### src/rtl/cbc_pkg.sv
// cbc_pkg: shared types, codes and address helpers for the cartridge bank controller
// no dependencies; used by cbc_ctrl, cbc_datapath and the top level through scoped names

package cbc_pkg;

  // cartridge ram geometry
  localparam int RAM_DEPTH = 32768;
  localparam int RAM_AW    = $clog2(RAM_DEPTH);
  localparam int RAM_DW    = 8;

  // physical rom address bits kept after wrapping, and the width of the result field
  localparam int ROM_ADDR_BITS = 21;
  localparam int ROM_FIELD_W   = 21;

  // stream payload widths
  localparam int S_TDATA_W = 24;
  localparam int M_TDATA_W = 32;

  // request kinds
  localparam logic REQ_READ  = 1'b0;
  localparam logic REQ_WRITE = 1'b1;

  // register selects on the config port
  localparam logic REG_ROM_SIZE = 1'b0;
  localparam logic REG_RAM_SIZE = 1'b1;

  // ram size codes
  localparam logic [1:0] RAM_SZ_NONE = 2'd0;
  localparam logic [1:0] RAM_SZ_2K   = 2'd1;
  localparam logic [1:0] RAM_SZ_8K   = 2'd2;
  localparam logic [1:0] RAM_SZ_32K  = 2'd3;

  // bus address regions, addr[15:13]
  localparam logic [2:0] RGN_RAM_EN   = 3'd0;
  localparam logic [2:0] RGN_ROM_BANK = 3'd1;
  localparam logic [2:0] RGN_RAM_BANK = 3'd2;
  localparam logic [2:0] RGN_MODE     = 3'd3;
  localparam logic [2:0] RGN_CART_RAM = 3'd5;

  localparam logic [3:0] RAM_EN_KEY = 4'hA;
  localparam logic [7:0] OPEN_BUS   = 8'hFF;

  typedef enum logic [1:0] {
    KIND_ROM   = 2'd0,
    KIND_RAM   = 2'd1,
    KIND_OPEN  = 2'd2,
    KIND_WDONE = 2'd3
  } kind_t;

  typedef enum logic [1:0] {
    ST_CLEAR,
    ST_IDLE,
    ST_RAM_RD
  } state_t;

  // controller to datapath
  typedef struct packed {
    logic clear_en;
    logic accept;
    logic load_direct;
    logic load_ram;
  } cmd_t;

  // datapath to controller
  typedef struct packed {
    logic clear_done;
    logic ram_read;
  } status_t;

  // bank mask (2 << code) - 1, capped at 0x1f
  function automatic logic [4:0] bank_mask(input logic [2:0] code);
    logic [4:0] m;
    begin
      unique case (code)
        3'd0:    m = 5'h01;
        3'd1:    m = 5'h03;
        3'd2:    m = 5'h07;
        3'd3:    m = 5'h0F;
        default: m = 5'h1F;
      endcase
      return m;
    end
  endfunction

  // rom size mask, code 7 acts as code 6
  function automatic logic [ROM_FIELD_W-1:0] rom_size_mask(input logic [2:0] code);
    logic [2:0]  eff;
    logic [31:0] sz;
    logic [31:0] lim;
    begin
      eff = (code > 3'd6) ? 3'd6 : code;
      sz  = (32'd32768 << eff) - 32'd1;
      lim = (32'd1 << ROM_ADDR_BITS) - 32'd1;
      return ROM_FIELD_W'(sz & lim);
    end
  endfunction

endpackage

### src/rtl/cbc_ctrl.sv
// cbc_ctrl: sequencer for the ram clearing pass, request acceptance and result valid
// depends on cbc_pkg

module cbc_ctrl (
  input  logic             clk,
  input  logic             rst,
  input  logic             s_tvalid,
  output logic             s_tready,
  output logic             m_tvalid,
  input  logic             m_tready,
  input  cbc_pkg::status_t status,
  output cbc_pkg::cmd_t    cmd
);

  cbc_pkg::state_t state, state_next;
  logic            out_valid, out_valid_next;
  logic            ready;

  always_ff @(posedge clk) begin
    if (rst) begin
      state     <= cbc_pkg::ST_CLEAR;
      out_valid <= 1'b0;
    end else begin
      state     <= state_next;
      out_valid <= out_valid_next;
    end
  end

  // the result register is free, or its transfer completes this cycle
  assign ready = !out_valid || m_tready;

  always_comb begin
    state_next = state;
    unique case (state)
      cbc_pkg::ST_CLEAR: begin
        if (status.clear_done) state_next = cbc_pkg::ST_IDLE;
      end
      cbc_pkg::ST_IDLE: begin
        if (s_tvalid && ready && status.ram_read) state_next = cbc_pkg::ST_RAM_RD;
      end
      cbc_pkg::ST_RAM_RD: begin
        state_next = cbc_pkg::ST_IDLE;
      end
      default: state_next = cbc_pkg::ST_CLEAR;
    endcase
  end

  always_comb begin
    cmd      = '0;
    s_tready = 1'b0;
    unique case (state)
      cbc_pkg::ST_CLEAR: begin
        cmd.clear_en = 1'b1;
      end
      cbc_pkg::ST_IDLE: begin
        s_tready        = ready;
        cmd.accept      = s_tvalid && ready;
        cmd.load_direct = s_tvalid && ready && !status.ram_read;
      end
      cbc_pkg::ST_RAM_RD: begin
        cmd.load_ram = 1'b1;
      end
      default: cmd = '0;
    endcase
  end

  always_comb begin
    if (cmd.load_direct || cmd.load_ram) begin
      out_valid_next = 1'b1;
    end else if (m_tready) begin
      out_valid_next = 1'b0;
    end else begin
      out_valid_next = out_valid;
    end
  end

  assign m_tvalid = out_valid;

  a_no_accept_in_clear: assert property (@(posedge clk) disable iff (rst)
    state == cbc_pkg::ST_CLEAR |-> !cmd.accept)
    else $error("request accepted during ram clear");

  a_no_overwrite: assert property (@(posedge clk) disable iff (rst)
    out_valid && !m_tready |-> !cmd.load_direct && !cmd.load_ram)
    else $error("pending result overwritten");

  a_rd_slot_free: assert property (@(posedge clk) disable iff (rst)
    state == cbc_pkg::ST_RAM_RD |-> !out_valid)
    else $error("result register busy during ram read");

  a_rd_result: assert property (@(posedge clk) disable iff (rst)
    state == cbc_pkg::ST_RAM_RD |=> m_tvalid)
    else $error("ram read gave no result");

endmodule

### config.mk
export PLATFORM = sky130hd
export DESIGN_NAME = cbc_ctrl
export DESIGN_NICKNAME = d
export VERILOG_FILES = /design/src/rtl/cbc_pkg.sv /design/src/rtl/cbc_ctrl.sv
export SDC_FILE = /design/constraint.sdc
export NUM_CORES = 1
export LEC_CHECK = 0
export BUFFER_PORTS_ARGS = -buffer_cell sky130_fd_sc_hd__clkbuf_2
export CORE_AREA = 5 5 42 44
export CTS_CLUSTER_DIAMETER = 40
export CTS_CLUSTER_SIZE = 16
export DETAILED_ROUTE_END_ITERATION = 16
export DIE_AREA = 0 0 47 49
export HOLD_SLACK_MARGIN = 0.05
export PLACE_DENSITY = 0.44
export SETUP_SLACK_MARGIN = 0.2
export SLEW_MARGIN = 20
export SYNTH_ARGS = -nofsm -noshare
export SYNTH_HDL_FRONTEND = slang
export SYNTH_SLANG_ARGS = --single-unit
### constraint.sdc
create_clock -name clk -period 0.8 [get_ports clk]
set_input_delay 0.08 -clock clk [delete_from_list [all_inputs] [get_ports clk]]
set_output_delay 0.08 -clock clk [all_outputs]
set_load 0.01 [all_outputs]
-- Yosys cells after proc, flatten, opt, wreduce, memory -nomap -nowiden
Index checks and enable logic that the tools add are counted.
- bits in latches: 0
- memories kept: 0
- bits in registers: 3
- input bits: 6
- bits in writable memories: 0
- memory bits (read-only): 0
- word-level logic and storage cells: 25
- output and inout bits: 6
- magnitude comparators: 0
- reduce and logical (&&, ||, !) cells: 10
- div/mod/pow operators: 0
- bitwise logic cells: 0
- eq/ne operators: 4
- add/sub/neg operators: 0
- multiplexer cells: 9
- shifts and indexed selects: 0
- multiply operators: 0
- operators by type and width (kind ; count):
    $mux W2 ; 3
    $pmux W2 S3 ; 1
    $mux W1 ; 5
    $ne A2 B2 Y1 const B ; 2
    $logic_and A1 B1 Y1 ; 3
    $eq A2 B1 Y1 const B ; 1
    $eq A2 B2 Y1 const B ; 1
    $logic_not A1 Y1 ; 2
    $logic_not A2 Y1 ; 1
    $logic_or A1 B1 Y1 ; 2
    $reduce_and A2 Y1 ; 1
    $reduce_bool A2 Y1 ; 1

-- Longest topological paths before layout
Gate-level depths: netlist of the first run.
- depth after elaboration: 7
- depth in mapped cells: 3
- depth with buffers taken out: 3

-- Worst setup path before layout of the first run
Ideal clock, no wire load.
- path type: reg2out
- start: register state[0]
- end: output cmd[1] in the netlist's numbering
- cell stages (with the launch flop): 4
- slack: -0.147 ns
- arrival time: 0.867 ns
- buffers on the path: 0
- data required time: 0.720 ns
- cell sequence: dfxtp_1 > nor2b_4 > and3_4 > and2b_1
- RTL lines (item ; RTL line ; source):
    start, declared ; cbc_ctrl.sv:15 ; cbc_pkg::state_t state, state_next;
    start signal, assigned ; cbc_ctrl.sv:21 ; state <= cbc_pkg::ST_CLEAR;
    start signal, assigned ; cbc_ctrl.sv:24 ; state <= state_next;
    end, declared ; cbc_ctrl.sv:12 ; output cbc_pkg::cmd_t cmd

==> results of run 1 <==
==> what timing repair did <==
| action | 4_1_cts | 5_1_grt |
|---|---|---|
| setup buffers | 1 | 0 |
| hold buffers | 0 | 0 |
| pin swaps | 2 | 0 |
| resized for setup | 7 | 13 |
| setup endpoints to repair | 9 | 9 |
==> metal layers <==
metal	part of all wire (%)	wire length [µm]	GRT usage [%]
met1	41	194	5.05
met4	0	0	0
met5	0	0	0
met3	18	86	7.01
met2	41	193	6.56
==> synth_stat cells <==
library cell	number	area, µm²
sky130_fd_sc_hd__and2b_1	1	7.51
sky130_fd_sc_hd__nand3b_1	1	7.51
sky130_fd_sc_hd__and2_2	1	7.51
sky130_fd_sc_hd__nor2_1	3	11.3
sky130_fd_sc_hd__and3_4	1	11.3
sky130_fd_sc_hd__inv_1	1	3.75
sky130_fd_sc_hd__a21o_1	1	7.51
sky130_fd_sc_hd__nand2b_2	1	8.76
sky130_fd_sc_hd__a31oi_1	1	6.26
sky130_fd_sc_hd__nand3_1	1	5.00
sky130_fd_sc_hd__nor3_1	2	10.0
sky130_fd_sc_hd__dfxtp_1	3	60.1
sky130_fd_sc_hd__nand2b_1	2	12.5
sky130_fd_sc_hd__nor2b_4	1	13.8
==> worst max-delay path by stage <==
| stage | end | slack (ns) | cells after the start |
|---|---|---|---|
| after floorplan | cmd[1] | -0.10 | 3 |
| after global placement | cmd[1] | -0.13 | 4 |
| after detailed placement | cmd[1] | -0.14 | 4 |
| after CTS | cmd[1] | -0.38 | 4 |
| after global routing | cmd[1] | -0.42 | 4 |
| final | cmd[1] | -0.36 | 4 |
==> worst max-delay path, cell delays in order (launching register included) <==
cell	delay, ns
sky130_fd_sc_hd__dfxtp_2	0.35
sky130_fd_sc_hd__nand2b_4	0.07
sky130_fd_sc_hd__and3_4	0.16
sky130_fd_sc_hd__and2b_1	0.14
sky130_fd_sc_hd__buf_2	0.13
==> cell type report <==
cell class	count	area [µm²]	share of cell area [%]
well taps	16	20.0	5.35
inverters	1	3.75	1.00
clock buffers	4	26.3	7.02
repair buffers	15	108	28.8
multi-input cells	16	150	40.1
flip-flops and latches	3	66.3	17.7
==> report_power, final <==
group | internal, mW | switching, mW | total, mW
logic | 0.104 | 0.0681 | 0.173
clock network | 0.186 | 0.0723 | 0.259
registers | 0.160 | 0.00741 | 0.167
==> sequential cells by signal (all words and copies together) (netlist names) <==
name,cells
m_tvalid,1
state,2
==> cell families after synthesis <==
logic type             Yosys count
buffers and inverters            1
DFF                              3
and+or+nand+nor                 14
AOI/OAI and AO/OA                2
==> metrics by stage <==
stage | util [%] | cells | hold slack [ns] | setup slack [ns] | power, mW
5_1_grt | 26.7 | 55 | 0.0578 | -0.418 | 0.657
3_3_place_gp | 19.6 | 50 | 0.299 | -0.133 | 0.294
2_1_floorplan | - | 20 | 0.142 | -0.101 | 0.238
3_5_place_dp | 19.6 | 50 | 0.291 | -0.141 | 0.294
6_report | 26.7 | 55 | 0.0702 | -0.364 | 0.598
4_1_cts | 24.1 | 55 | 0.0602 | -0.381 | 0.593
==> flow_results.org, run 1 <==
** Clock network
- The later pin in the worst-skew pair is clocked with a latency of 0.23 ns.
- Num Clock Sinks :: 3
- Root buffer selected by CTS :: sky130_fd_sc_hd__clkbuf_4
- TritonCTS built the clock tree.
- H-tree depth reported by CTS :: 1
- Counting along the longest clock path gives a buffer depth of 2.
- Counting the buffers created by CTS gives 3.
- Clock-pin slew was measured on the worst setup and hold paths at 0.04 ns.

** Final layout
- Leaving out fill and tap cells, the most frequent cells in the layout are 5 x sky130_fd_sc_hd__clkbuf_2, 4 x sky130_fd_sc_hd__buf_6.
- Layout cell share with drive strength beyond 1 :: 82.1%
- Number of filler cells placed in the layout :: 167
- Most common cell after layout, fill and taps aside :: sky130_fd_sc_hd__clkbuf_2
- Area of all placed cells without fillers :: 374 µm²
- The repair_antennas step left the layout with diodes totalling 0.
- The net count of the finished layout is 46.
- Relative area change from synthesis to final layout :: 117%

** Drt
- The first routing iteration left 2 violations.
- After detailed routing, the number of remaining DRC violations is 0.
- Total iterations of the first detailed-routing run :: 2
- Dividing the detail-routed wire length by the instance count gives 8.62 µm.
- Routed vias/inst :: 3.84
- The detail route stage leaves a number of antenna-violating nets equal to 0.
- Via Count :: 211
- The final layout contains routed wiring with a total length of 474 µm.

** Synthesis
- Combinational family with the most area after synthesis :: simple AND/OR/NAND/NOR gates
- Post-Synthesis Cell Area :: 173 µm²
- Synthesis instantiated 14 different standard cells from the library.
- Compound-Gate Fraction of Synth Area :: 7.97%
- Post-synthesis xor/xnor area fraction :: 0%
- Synth Instances :: 20
- In this run the mean area of a mapped cell was 8.63 µm².
- After synthesis, flip-flops and latches occupy 34.8% of the total area.
- Simple logic cell fraction of the synthesized area :: 55.1%
- The number of nets handed over by synthesis was 26.
- Mux share of post-synthesis cell area :: 0%
- The synthesized netlist devotes 0% of its cell area to adder and majority cells.
- Yosys warns :: 0
- Synthesis inferred 3 register bits.

** Worst hold path
- Class of the tightest hold or removal check :: input pin to register
- The worst hold path begins at rst.
- For hold timing, the worst endpoint is m_tvalid.
- The worst hold path passes through 2 cells.

** GRT
- The first global-routing pass estimated 772 µm of wire.
- Global routing finished with a remaining overflow of 0.
- The number of antenna violations at the first check in global routing was 0.
- In the global route stage, overall resource usage came out at 5.00%.
- Pin count of the biggest net entering global routing :: 5
- Via count of the first global-routing pass :: 211

** Critical path
- Register-to-register setup slack :: -0.05 ns
- FF-to-FF Start :: state[1]
- At the worst endpoint, the arrival time is 1.08 ns.
- Capture instance of the worst register-to-register path :: state[0]
- Critical path class :: register to output port
- Kind of launch point of the worst setup path :: register
- Setup crit end kind :: output port
- Data on the critical path is required at its endpoint by 0.72 ns.
- Of all nets on the critical path, the largest fanout is 4.
- R2r worst-path depth :: 4
- In this run the worst setup path begins at m_tvalid.

** Job
- Number of max-cap violations :: 0

** Placed design
- Count of input and output buffers :: 11
- DP Area :: 274 µm²
- Detailed placement finished with a half-perimeter wire length of 357 µm.
- The congestion estimate from routability-driven global placement came to 0.710.

** STA
- Final setup fails :: 7
- Transition time of the tightest slew-check pin :: 0.150 ns
- Normalized max-slew margin :: 89.9%
- Final critical delay including setup and external delays :: 1.16 ns
- Setup repair after global routing missed its margin :: true
- Hold Fails Final Rpt :: 0
- Setup slack on the critical path of the routed design comes to -0.364 ns.
- Of the available clock period, the critical path in the final layout requires 146%.
- Highest Clock Rate :: 859 MHz
- Worst clock skew on the final layout :: 0.00372 ns
- The max-slew violation total from the final report is 0.
- Setup total negative slack on the finished layout was measured at -1.45 ns.

** Floorplanning
- Die Footprint :: 2300 µm²
- Total I/O pin count :: 12
- Measured along the x axis, the die boundary spans 47 µm.
- After floorplanning, the core was sized to cover 1400 µm².
- Floorplan die height :: 49 µm
- Initial core utilization :: 12.3%
- The floorplan has 14 rows.

** Status
- The final reports fail on setup timing.
- The run finished, with violations left.

** Power and ir drop
- Peak supply drop :: 0.00110 V
- In this run the static leakage power is 0.183 nW.
- Ratio of total power to cell area :: 1600 nW/µm²
Note: power is estimated with default switching activity, not from simulation.
==> run 2, diff against run 1 <==
- TNS_END_PERCENT: default -> 20
==> flow_results.org, run 2 (synthesis gave the netlist of run 1 again) <==
** Power and ir drop
- The clock share of power is 47.4% (was 43.2%).
- Switching power share of the total :: 25.3% (was 24.7%)
- Switching power of the nets :: 142 µW (was 148 µW)
- Ratio of total power to cell area :: 1790 nW/µm² (was 1600 nW/µm²)
- Leakage power summed over all cells :: 0.164 nW (was 0.183 nW)
- The internal power component is 419 µW (was 451 µW).
- Share of total power in sequential cells :: 30.0% (was 27.9%)
- The worst supply voltage drop on vdd is 0.000939 V (was 0.00110 V).
- The part of the total power dissipated in combinational logic is 22.6% (was 28.8%).

** Placed design
- The placement-stage cell area is 272 µm² (was 274 µm²).
- The cell count after placement came to 50 (unchanged).
- Count of input and output buffers :: 11 (unchanged)
- The routability-driven placement congestion ratio is 0.671 (was 0.710).
- Worst setup slack before clock tree synthesis :: -0.156 ns (was -0.141 ns)

** Final layout
- Antenna Cells :: 0 (unchanged)
- Layout cell share with drive strength beyond 1 :: 71.1% (was 82.1%)
- Area of all placed cells without fillers :: 313 µm² (was 374 µm²)
- The flip-flop count of the largest register after layout came to 2 (unchanged).
- The most common library cell in the layout ignoring fill and taps is sky130_fd_sc_hd__clkbuf_2 (unchanged).
- Leading cell types in the layout, fill and taps excluded :: 6 x sky130_fd_sc_hd__clkbuf_2, 5 x sky130_fd_sc_hd__buf_2, 3 x sky130_fd_sc_hd__clkbuf_4, 3 x sky130_fd_sc_hd__dfxtp_2, 3 x sky130_fd_sc_hd__buf_4 (was 5 x sky130_fd_sc_hd__clkbuf_2, 4 x sky130_fd_sc_hd__buf_6)
- Relative area change from synthesis to final layout :: 81.2% (was 117%)
- The number of standard cells in the final layout excluding fillers came to 54 (was 55).
- Net count reported at finish :: 45 (was 46)
- The register containing the most flip-flops in the final layout is state (unchanged).

** STA
- Normalized max-slew margin :: 86.8% (was 89.9%)
- The highest clock rate was 855 MHz (was 859 MHz).
- The clock skew came to 0.00346 ns (was 0.00372 ns).
- Total count of max-transition violations in the final report :: 0 (unchanged)
- The setup TNS after final layout came to -1.41 ns (was -1.45 ns).
- The final setup violation count came to 7 (unchanged).
- Share of the clock period used by the worst path after layout :: 146% (about the same)
- The worst hold margin was 0.0651 ns (was 0.0702 ns).
- The clock period minus worst slack is 1.17 ns (was 1.16 ns).
- Transition time of the tightest slew-check pin :: 0.197 ns (was 0.150 ns)
- Final worst slack :: -0.370 ns (was -0.364 ns)
- The total count of hold-check failures in the final report was 0 (unchanged).
- Setup repair after global routing missed its margin :: true (unchanged)

** Critical path
- Register-to-register setup slack :: -0.07 ns (was -0.05 ns)
- Critical path depth in cells :: 4 (unchanged)
- The number of cells traversed by the worst register-to-register path came to 4 (unchanged).
- The data arrival time at the worst-slack endpoint came to 1.09 ns (was 1.08 ns).
- The start point of the critical path is state[0] (was m_tvalid).
- Capture point of the worst path :: cmd[1] (unchanged)
- Setup crit end kind :: output port (unchanged)
- Capture instance of the worst register-to-register path :: state[0] (unchanged)
- Largest driver fanout on the critical path :: 3 (was 4)
- Kind of launch point of the worst setup path :: register (unchanged)
- The critical path's top delay family was simple AND/OR/NAND/NOR gates (unchanged).
- The required arrival time at the worst endpoint is 0.72 ns (about the same).
- Cell with the largest stage delay on the worst path :: sky130_fd_sc_hd__dfxtp_2 (unchanged)
- CP cell instances: nor2b_4 > and3_4 > and2b_1 > buf_2 (was nand2b_4 > and3_4 > and2b_1 > buf_2).
- Critical path class :: register to output port (unchanged)
- Buffers and inverters on the worst path :: 1 (unchanged)
- The delay of the slowest cell on the worst path came to 0.32 ns (was 0.35 ns).
- The launching point of the worst reg2reg path is state[0] (was state[1]).

** Floorplanning
- Initial core utilization :: 12.3% (unchanged)
- Floorplan die height :: 49 µm (unchanged)
- Die Footprint :: 2300 µm² (unchanged)
- Core outline area :: 1400 µm² (unchanged)
- The number of rows created at floorplan came to 14 (unchanged).
- Total I/O pin count :: 12 (unchanged)
- Die width :: 47 µm (unchanged)

** GRT
- The largest net degree at the start of global routing is 5 (unchanged).
- The sum of overflow across all layers after global routing was 0 (unchanged).
- Via count of the first global-routing pass :: 205 (was 211)
- The number of antenna violations at the first check in global routing was 0 (unchanged).
- The global-route wire length before repair came to 786 µm (was 772 µm).
- Total track usage :: 5.35% (was 5.00%)

** Drt
- The sum of routed wire length over all layers came to 481 µm (was 474 µm).
- WL per Instance :: 8.91 µm (was 8.62 µm)
- The first-iteration detailed-routing DRC count came to 1 (was 2).
- The detailed-route DRC error count came to 0 (unchanged).
- Post-DRT Antenna Nets :: 0 (unchanged)
- Via Count :: 203 (was 211)
- Total iterations of the first detailed-routing run :: 2 (unchanged)
- Routed vias/inst :: 3.76 (was 3.84)

** Status
- Violated checks :: setup timing (unchanged)
- Run status: complete, but fails checks (unchanged).

** Clock network
- Clock tree from TritonCTS :: yes (unchanged)
- Post-CTS clock slew at the launch and capture registers of the worst setup and hold paths :: 0.04 ns (about the same)
- The number of buffers inserted during clock tree synthesis came to 3 (unchanged).
- Max Root-Sink Buffers :: 2 (unchanged)
- Clock latency on the worst-skew pair :: 0.23 ns (about the same)
- The sink count of the clock tree is 3 (unchanged).
- The maximum level of the CTS H-tree came to 1 (unchanged).
- The buffer cell driving the clock tree root is sky130_fd_sc_hd__clkbuf_4 (unchanged).

** Worst hold path
- Class of the tightest hold or removal check :: input pin to register (unchanged)

** Job
- Number of max-cap violations :: 0 (unchanged)
==> run 2: changes by cell type in the layout (fill, tap and decap cells not counted), moves of 2 or more <==
cell / previous run / this run
sky130_fd_sc_hd__nand2b_1: 0 / 2
sky130_fd_sc_hd__buf_2: 3 / 5
sky130_fd_sc_hd__nand2b_4: 3 / 0
sky130_fd_sc_hd__buf_6: 4 / 0
==> run 2: layout make-up <==
class	count	area (µm²)
clock buffer	4	26.3
multi-input combinational	16	121
fill	166	1090
timing repair buffer	14	77.6
sequential	3	63.8
inverter	1	3.75
tap	16	20.0
==> run 2: per-stage QoR <==
step                util, %  power (mW)
floorplan                 -       0.237
global placement       19.4       0.293
detailed placement     19.4       0.292
CTS                    21.9       0.577
global route           22.3       0.619
finish                 22.3       0.561
==> run 2: worst min-delay path by stage <==
stage               from       end  slack (ns)  cells past startpoint
CTS                  rst  state[1]        0.05                      2
floorplan            rst  m_tvalid        0.15                      1
detailed placement   rst  m_tvalid        0.30                      2
global placement     rst  m_tvalid        0.31                      2
finish               rst  state[1]        0.07                      2
global route         rst  state[1]        0.06                      2
==> run 2: timing repair <==
item / 4_1_cts / 5_1_grt
pin swaps: 1 / 0
endpoints found under the setup margin: 9 / 9
gates resized for setup: 3 / 7
cloned: 0 / 0
hold buffers: 0 / 0
buffers inserted: 0 / 0
==> run 2: power groups by stage <==
stage | combinational [mW] | clock [mW] | sequential [mW]
3_5_place_dp | 0.122 | 0 | 0.170
2_1_floorplan | 0.0630 | 0 | 0.174
6_report | 0.127 | 0.266 | 0.168
4_1_cts | 0.127 | 0.282 | 0.168
3_3_place_gp | 0.122 | 0 | 0.171
5_1_grt | 0.141 | 0.309 | 0.170
==> run 2: routing by layer <==
metal / global-route usage, % / routed length, µm / up-vias
met3: 6.64 / 86 / 0
met2: 6.11 / 197 / 11
met1: 5.48 / 197 / 87
met5: 0 / 0 / -
li1: - / - / 105
met4: 2.76 / 0 / 0
